### src/rtl/core/sdds_pkg.sv
package sdds_pkg;

    localparam int unsigned SEQ_DEPTH = 5;
    localparam int unsigned CNT_W     = 3;

    localparam logic [7:0] CH_DOT = 8'h2E;
    localparam logic [7:0] CH_CR  = 8'h0D;
    localparam logic [7:0] CH_LF  = 8'h0A;

    localparam logic [1:0] POS_START    = 2'd0;
    localparam logic [1:0] POS_INSIDE   = 2'd1;
    localparam logic [1:0] POS_AFTER_CR = 2'd2;

    typedef struct packed {
        logic [7:0] data_byte;
        logic       end_of_message;
    } t_in;

    typedef struct packed {
        logic [7:0] out_byte;
        logic       last_of_run;
        logic       message_done;
    } t_out;

endpackage

### src/rtl/core/smtp_data_dot_stuffer.sv
// a request's first byte is registered in the run buffer, then in the output register
// output: one byte per cycle while i_out_stall is low; a request producing n bytes (1 to 5)
// holds the input while more than its last byte remains in the run buffer
// the run buffer accepts the next request on the cycle its last byte moves out
// reset (i_rst_n low, synchronous) returns to line start with both stages empty
module smtp_data_dot_stuffer import sdds_pkg::*; (
    input  logic i_clk,
    input  logic i_rst_n,
    input  logic i_in_valid,
    input  t_in  i_in_data,
    output logic o_in_stall,
    output logic o_out_valid,
    output t_out o_out_data,
    input  logic i_out_stall
);

    logic res_valid;
    t_out res_data;
    logic res_take;

    sdds_expand u_expand (
        .i_clk       (i_clk),
        .i_rst_n     (i_rst_n),
        .i_in_valid  (i_in_valid),
        .i_in_data   (i_in_data),
        .o_in_stall  (o_in_stall),
        .o_res_valid (res_valid),
        .o_res_data  (res_data),
        .i_res_take  (res_take)
    );

    sdds_outreg u_outreg (
        .i_clk       (i_clk),
        .i_rst_n     (i_rst_n),
        .i_res_valid (res_valid),
        .i_res_data  (res_data),
        .o_res_take  (res_take),
        .o_out_valid (o_out_valid),
        .o_out_data  (o_out_data),
        .i_out_stall (i_out_stall)
    );

endmodule

### src/rtl/core/sdds_expand.sv
module sdds_expand import sdds_pkg::*; (
    input  logic i_clk,
    input  logic i_rst_n,
    input  logic i_in_valid,
    input  t_in  i_in_data,
    output logic o_in_stall,
    output logic o_res_valid,
    output t_out o_res_data,
    input  logic i_res_take
);

    logic [1:0]       r_pos, n_pos;
    logic [CNT_W-1:0] r_left, n_left;
    logic             r_eom, n_eom;
    logic [7:0]       r_seq [SEQ_DEPTH];
    logic [7:0]       n_seq [SEQ_DEPTH];

    logic [7:0]       g_seq [SEQ_DEPTH];
    logic [CNT_W-1:0] g_cnt;
    logic [1:0]       g_pos;
    logic             accept;
    logic [7:0]       c;

    assign c = i_in_data.data_byte;

    // expansion of one request into its byte run
    always_comb begin
        for (int k = 0; k < SEQ_DEPTH; k++) begin
            g_seq[k] = CH_LF;
        end
        g_cnt = CNT_W'(1);
        g_pos = r_pos;
        if (i_in_data.end_of_message) begin
            g_pos = POS_START;
            if (r_pos == POS_INSIDE) begin
                g_seq[0] = CH_CR;
                g_seq[1] = CH_LF;
                g_seq[2] = CH_DOT;
                g_seq[3] = CH_CR;
                g_seq[4] = CH_LF;
                g_cnt    = CNT_W'(5);
            end else if (r_pos == POS_AFTER_CR) begin
                g_seq[0] = CH_LF;
                g_seq[1] = CH_DOT;
                g_seq[2] = CH_CR;
                g_seq[3] = CH_LF;
                g_cnt    = CNT_W'(4);
            end else begin
                g_seq[0] = CH_DOT;
                g_seq[1] = CH_CR;
                g_seq[2] = CH_LF;
                g_cnt    = CNT_W'(3);
            end
        end else if (r_pos == POS_AFTER_CR) begin
            g_seq[0] = c;
            if (c == CH_LF) begin
                g_pos = POS_START;
            end else if (c != CH_CR) begin
                g_pos = POS_INSIDE;
            end
        end else if (c == CH_LF) begin
            g_seq[0] = CH_CR;
            g_seq[1] = CH_LF;
            g_cnt    = CNT_W'(2);
            g_pos    = POS_START;
        end else if (c == CH_CR) begin
            g_seq[0] = CH_CR;
            g_pos    = POS_AFTER_CR;
        end else begin
            g_pos = POS_INSIDE;
            if (r_pos != POS_INSIDE && c == CH_DOT) begin
                g_seq[0] = CH_DOT;
                g_seq[1] = CH_DOT;
                g_cnt    = CNT_W'(2);
            end else begin
                g_seq[0] = c;
            end
        end
    end

    assign o_in_stall = (r_left > CNT_W'(1)) || ((r_left == CNT_W'(1)) && !i_res_take);
    assign accept     = i_in_valid && !o_in_stall;

    always_comb begin
        n_pos  = r_pos;
        n_left = r_left;
        n_eom  = r_eom;
        for (int k = 0; k < SEQ_DEPTH; k++) begin
            n_seq[k] = r_seq[k];
        end
        if (accept) begin
            n_pos  = g_pos;
            n_left = g_cnt;
            n_eom  = i_in_data.end_of_message;
            for (int k = 0; k < SEQ_DEPTH; k++) begin
                n_seq[k] = g_seq[k];
            end
        end else if (i_res_take) begin
            n_left = r_left - CNT_W'(1);
            for (int k = 0; k < SEQ_DEPTH - 1; k++) begin
                n_seq[k] = r_seq[k+1];
            end
        end
    end

    always_ff @(posedge i_clk) begin
        if (!i_rst_n) begin
            r_pos  <= POS_START;
            r_left <= '0;
            r_eom  <= 1'b0;
        end else begin
            r_pos  <= n_pos;
            r_left <= n_left;
            r_eom  <= n_eom;
        end
        for (int k = 0; k < SEQ_DEPTH; k++) begin
            r_seq[k] <= n_seq[k];
        end
    end

    assign o_res_valid             = (r_left != '0);
    assign o_res_data.out_byte     = r_seq[0];
    assign o_res_data.last_of_run  = (r_left == CNT_W'(1));
    assign o_res_data.message_done = r_eom && (r_left == CNT_W'(1));

    a_left_range: assert property (@(posedge i_clk) disable iff (!i_rst_n)
        r_left <= CNT_W'(SEQ_DEPTH))
        else $error("run length out of range");

    a_accept_loads: assert property (@(posedge i_clk) disable iff (!i_rst_n)
        accept |=> (r_left != '0))
        else $error("accepted request produced no bytes");

    a_pos_legal: assert property (@(posedge i_clk) disable iff (!i_rst_n)
        r_pos != 2'd3)
        else $error("illegal line position");

    a_eom_resets_pos: assert property (@(posedge i_clk) disable iff (!i_rst_n)
        (accept && i_in_data.end_of_message) |=> (r_pos == POS_START))
        else $error("line position not at start after message end");

endmodule

### src/rtl/core/sdds_outreg.sv
module sdds_outreg import sdds_pkg::*; (
    input  logic i_clk,
    input  logic i_rst_n,
    input  logic i_res_valid,
    input  t_out i_res_data,
    output logic o_res_take,
    output logic o_out_valid,
    output t_out o_out_data,
    input  logic i_out_stall
);

    logic r_valid, n_valid;
    t_out r_data, n_data;

    assign o_res_take = i_res_valid && (!r_valid || !i_out_stall);

    always_comb begin
        n_valid = r_valid;
        n_data  = r_data;
        if (o_res_take) begin
            n_valid = 1'b1;
            n_data  = i_res_data;
        end else if (!i_out_stall) begin
            n_valid = 1'b0;
        end
    end

    always_ff @(posedge i_clk) begin
        if (!i_rst_n) begin
            r_valid <= 1'b0;
        end else begin
            r_valid <= n_valid;
        end
        r_data <= n_data;
    end

    assign o_out_valid = r_valid;
    assign o_out_data  = r_data;

    a_take_fills: assert property (@(posedge i_clk) disable iff (!i_rst_n)
        o_res_take |=> r_valid)
        else $error("taken result not registered");

    a_done_is_last: assert property (@(posedge i_clk) disable iff (!i_rst_n)
        (r_valid && r_data.message_done) |-> r_data.last_of_run)
        else $error("message done without end of run");

    a_done_is_lf: assert property (@(posedge i_clk) disable iff (!i_rst_n)
        (r_valid && r_data.message_done) |-> (r_data.out_byte == CH_LF))
        else $error("message done on a byte other than LF");

endmodule
### config.mk
export PLATFORM = sky130hd
export DESIGN_NAME = smtp_data_dot_stuffer
export DESIGN_NICKNAME = d
export VERILOG_FILES = /design/src/rtl/core/sdds_pkg.sv /design/src/rtl/core/smtp_data_dot_stuffer.sv /design/src/rtl/core/sdds_expand.sv /design/src/rtl/core/sdds_outreg.sv
export SDC_FILE = /design/constraint.sdc
export NUM_CORES = 1
export LEC_CHECK = 0
export BUFFER_PORTS_ARGS = -buffer_cell sky130_fd_sc_hd__clkbuf_2
export CORE_ASPECT_RATIO = 0.9
export CORE_UTILIZATION = 60
export DETAILED_ROUTE_END_ITERATION = 12
export GPL_TIMING_DRIVEN = 0
export PLACE_DENSITY = 0.82
export SETUP_SLACK_MARGIN = 0.4
export SYNTH_ARGS = -nofsm -noshare
export SYNTH_HDL_FRONTEND = slang
export SYNTH_SLANG_ARGS = --single-unit
### constraint.sdc
create_clock -name i_clk -period 4.2 [get_ports i_clk]
set_input_delay 0.21 -clock i_clk [delete_from_list [all_inputs] [get_ports i_clk]]
set_output_delay 0.21 -clock i_clk [all_outputs]
set_load 0.02 [all_outputs]
==> reports/results.tsv <==
stage	metric	value	unit
status	outcome	finished with violations	
status	violations	design-rule violations	
power	vdd_drop_max	0.432	mV
setup_path	critPathCaptureType	flop	
global_route	grt_pass1_vias	1176	
route	dr.first_iter.drc_count	54	
hold_path	min_from	i_rst_n	
synth	synth_cell_type_count	42	
cts	cts_resized	0	
cts	clock-sinks	34	
floorplanning	fp.dieArea	3040	µm²
floorplanning	rows	17	
placed_design	dpl.hpwl	2370	µm
placed_design	io_buffers	24	
cells_and_area	multi_input_area	684	µm²
synth	ys_warn_count	0	
synth	syn_nets	158	
timing	period_minus_slack	2.65	ns
synth	yosysSeqAreaShare	56.2	%
timing	worst_pin_slew	0.841	ns
hold_path	hold_class	input port to flop	
power	leakage	0.743	nW
synth	ys_top_cells_by_area	edfxtp_1 (48%), dfxtp_1 (8.3%), ha_1 (4.4%)	
setup_path	ff2ff_setup_slack	1.55	ns
timing	grt_setup_unrepaired	no	
route	drt_first_pass_iters	8	
cells_and_area	final_core_utilization	74.4	%
global_route	grt_max_degree	18	
setup_path	cp_max_fo	17	
hold_path	whs_endpoint	u_expand.r_pos[1]$_SDFFE_PN0P_	
synth	synth_simple_gate_area_share	18.0	%
setup_path	ff2ff_path_depth	5	
cts	cts_root_buf	clkbuf_4	
placed_design	placedCellCount	191	
cts	cts_buffers	5	
cells_and_area	final_common_cell	edfxtp_1	
setup_path	cp.required	4.16	ns
timing	fmax	0.377	GHz
setup_path	path_class	flop to flop	
timing	maxSlewHeadroom	44.0	%
hold_path	min_path_cells	2	
cells_and_area	fin_nets	189	
global_route	antenna_found_initial	0	
flow_run	cap_violations	0	
setup_path	cp-start-kind	flop	
synth	synth_seq_cells	34	
cells_and_area	final_cell_mix	edfxtp_1 (27), clkbuf_2 (24), nand2_1 (13), nor2_1 (9)	
floorplanning	die_width	58.0	µm
synth	yosysTopAreaCell	edfxtp_1	
cts	clock_latency	0.34	ns
cells_and_area	drive_above_1_share	25.1	%
cells_and_area	final_area	1900	µm²
setup_path	r2r_end	u_expand.r_seq[0][5]$_DFFE_PP_	
placed_design	dpl_cell_area	1850	µm²
cts	cts_hold_buf	0	
global_route	grtUsageTotal	24.7	%
floorplanning	core_area	2550	µm²
cts	cts.path.max_buffers	2	
cells_and_area	nFillCells	184	
synth	syn_area	1690	µm²
setup_path	regToRegStartpoint	u_expand.r_left[0]$_SDFFE_PN0P_	
timing	hold_viol_final	0	
route	ant_nets	0	
synth	synth_xor_area_share	0.518	%
setup_path	arrival	2.61	ns
route	drc	1	
synth	syn_avg_cell_area	12.2	µm²
placed_design	gp_congestion	0.866	
cells_and_area	seq_area	951	µm²
floorplanning	io_pins	25	
timing	slew_violations	0	
global_route	grt_pass1_wl	5330	µm
route	routedWlPerCell	16.1	µm
route	vias_per_cell	6.26	
timing	min_period_over_period	63.2	%
route	wl	3200	µm
timing	setup_viol	0	
floorplanning	die_h	52.4	µm
synth	synthMuxAreaShare	0.592	%
timing	skew	0.0180	ns
synth	synthAdderAreaFrac	4.44	%
cells_and_area	areaGrowthSynthToFinish	12.2	%
timing	setup-tns-final	0	ns
synth	netlist_instances	139	
synth	synth_top_family_by_area	simple AND/OR/NAND/NOR gates	
cts	cts_tree	yes	
cts	cts.reportedPaths.clkPinSlew	0.10	ns
power	p_per_area	764	nW/µm²
cts	h-tree-depth	2	
floorplanning	start_util	66.3	%
cts	cts_setup_buffers	0	
route	vias	1246	
synth	synth_top_cell_area_share	47.9	%
cells_and_area	stdcell_count	199	
synth	synth-compound-area-share	16.9	%
global_route	grt.overflow.total	0	
cells_and_area	antenna_cells	0	
## worst max-delay path by stage
| stage | start | end | slack [ns] |
|---|---|---|---|
| after floorplan | u_expand.r_left[0]$_SDFFE_PN0P_ | u_expand.r_seq[0][0]$_DFFE_PP_ | 2.03 |
| after global placement | u_expand.r_left[0]$_SDFFE_PN0P_ | u_expand.r_seq[0][8]$_DFFE_PP_ | 1.71 |
| after detailed placement | u_expand.r_left[0]$_SDFFE_PN0P_ | u_expand.r_seq[0][24]$_SDFFCE_PN0P_ | 1.55 |
| after CTS | u_expand.r_left[0]$_SDFFE_PN0P_ | u_expand.r_seq[0][16]$_DFFE_PP_ | 1.53 |
| after global routing | u_expand.r_left[0]$_SDFFE_PN0P_ | u_expand.r_seq[0][5]$_DFFE_PP_ | 1.38 |
| final | u_expand.r_left[0]$_SDFFE_PN0P_ | u_expand.r_seq[0][5]$_DFFE_PP_ | 1.55 |
## cell type report
class / instances / share of cell area [%]
plain buffers: 4 / 1.38
clock buffers: 6 / 2.18
clock inverters: 2 / 0.527
inverters: 8 / 1.58
multi-input cells: 93 / 36.1
flip-flops and latches: 34 / 50.1
well taps: 28 / 1.85
repair buffers: 24 / 6.33
## per-layer routing
layer	GRT usage, %	wire length (µm)
met5	0	0
met2	39.8	1530
met4	9.92	53
met1	31.3	1380
met3	7.41	237
## worst max-delay path: stages (launching register included)
cell	delay [ns]
dfxtp_1	0.41
inv_1	0.09
ha_1	0.22
nor2b_1	0.17
a21oi_2	0.63
nand2b_1	0.74
## synthesized netlist by cell type
master and instances:
buf_6 1, a2bb2oi_4 1, and2_1 4, ha_1 6, a31oi_1 4, dfxtp_1 7, buf_4 1, nand3b_1 1
o31ai_1 2, nor4b_2 1, nor4bb_1 1, nor2_1 9, and4bb_2 1, nor3b_1 2, inv_1 8, or4b_4 1
o32ai_2 1, a21boi_0 1, a22o_1 1, a211oi_1 2, clkbuf_1 2, nand2b_1 5, or3_4 1, a21oi_2 2
a311oi_1 2, xnor2_1 1, nor4b_4 1, and3_1 1, nand3_1 3, o2bb2ai_4 1, edfxtp_1 27, o211a_1 2
o22a_1 1, or3_1 1, nor3_1 2, a21oi_1 8, a211o_1 1, nand2_1 13, o21ai_0 5, o211ai_1 1
mux2i_1 1, nor2b_1 3
## kinds of logic (layout without fill, tap and decap cells)
kind of cell	after synthesis	after routing
simple gates	50	50
compound gates	35	35
flops	34	34
buf+inv	12	44
fa+ha+maj	6	6
xor+xnor	1	1
mux	1	1
## registers in the layout (all words and copies together), names as in the netlist
| name | cells |
|---|---|
| u_outreg.o_out_data | 10 |
| u_expand.r_left | 3 |
| u_outreg.o_out_valid | 1 |
| u_expand.r_eom | 1 |
| u_expand.r_pos | 2 |
| u_expand.r_seq | 17 |
## report_power, final
| group | switching [W] | internal, W |
|---|---|---|
| clock | 0.000109 | 0.0000637 |
| sequential | 0.0000564 | 0.000591 |
| combinational | 0.000404 | 0.000228 |
| total | 0.000569 | 0.000882 |
## stage by stage
| step | power, W | setup slack (ns) | hold WS (ns) |
|---|---|---|---|
| floorplan | 0.00111 | 2.03 | 0.339 |
| global placement | 0.00125 | 1.71 | 0.400 |
| detailed placement | 0.00129 | 1.55 | 0.413 |
| CTS | 0.00146 | 1.53 | 0.170 |
| global route | 0.00155 | 1.38 | 0.166 |
| finish | 0.00145 | 1.55 | 0.172 |
(Power assumes the default switching activity.)
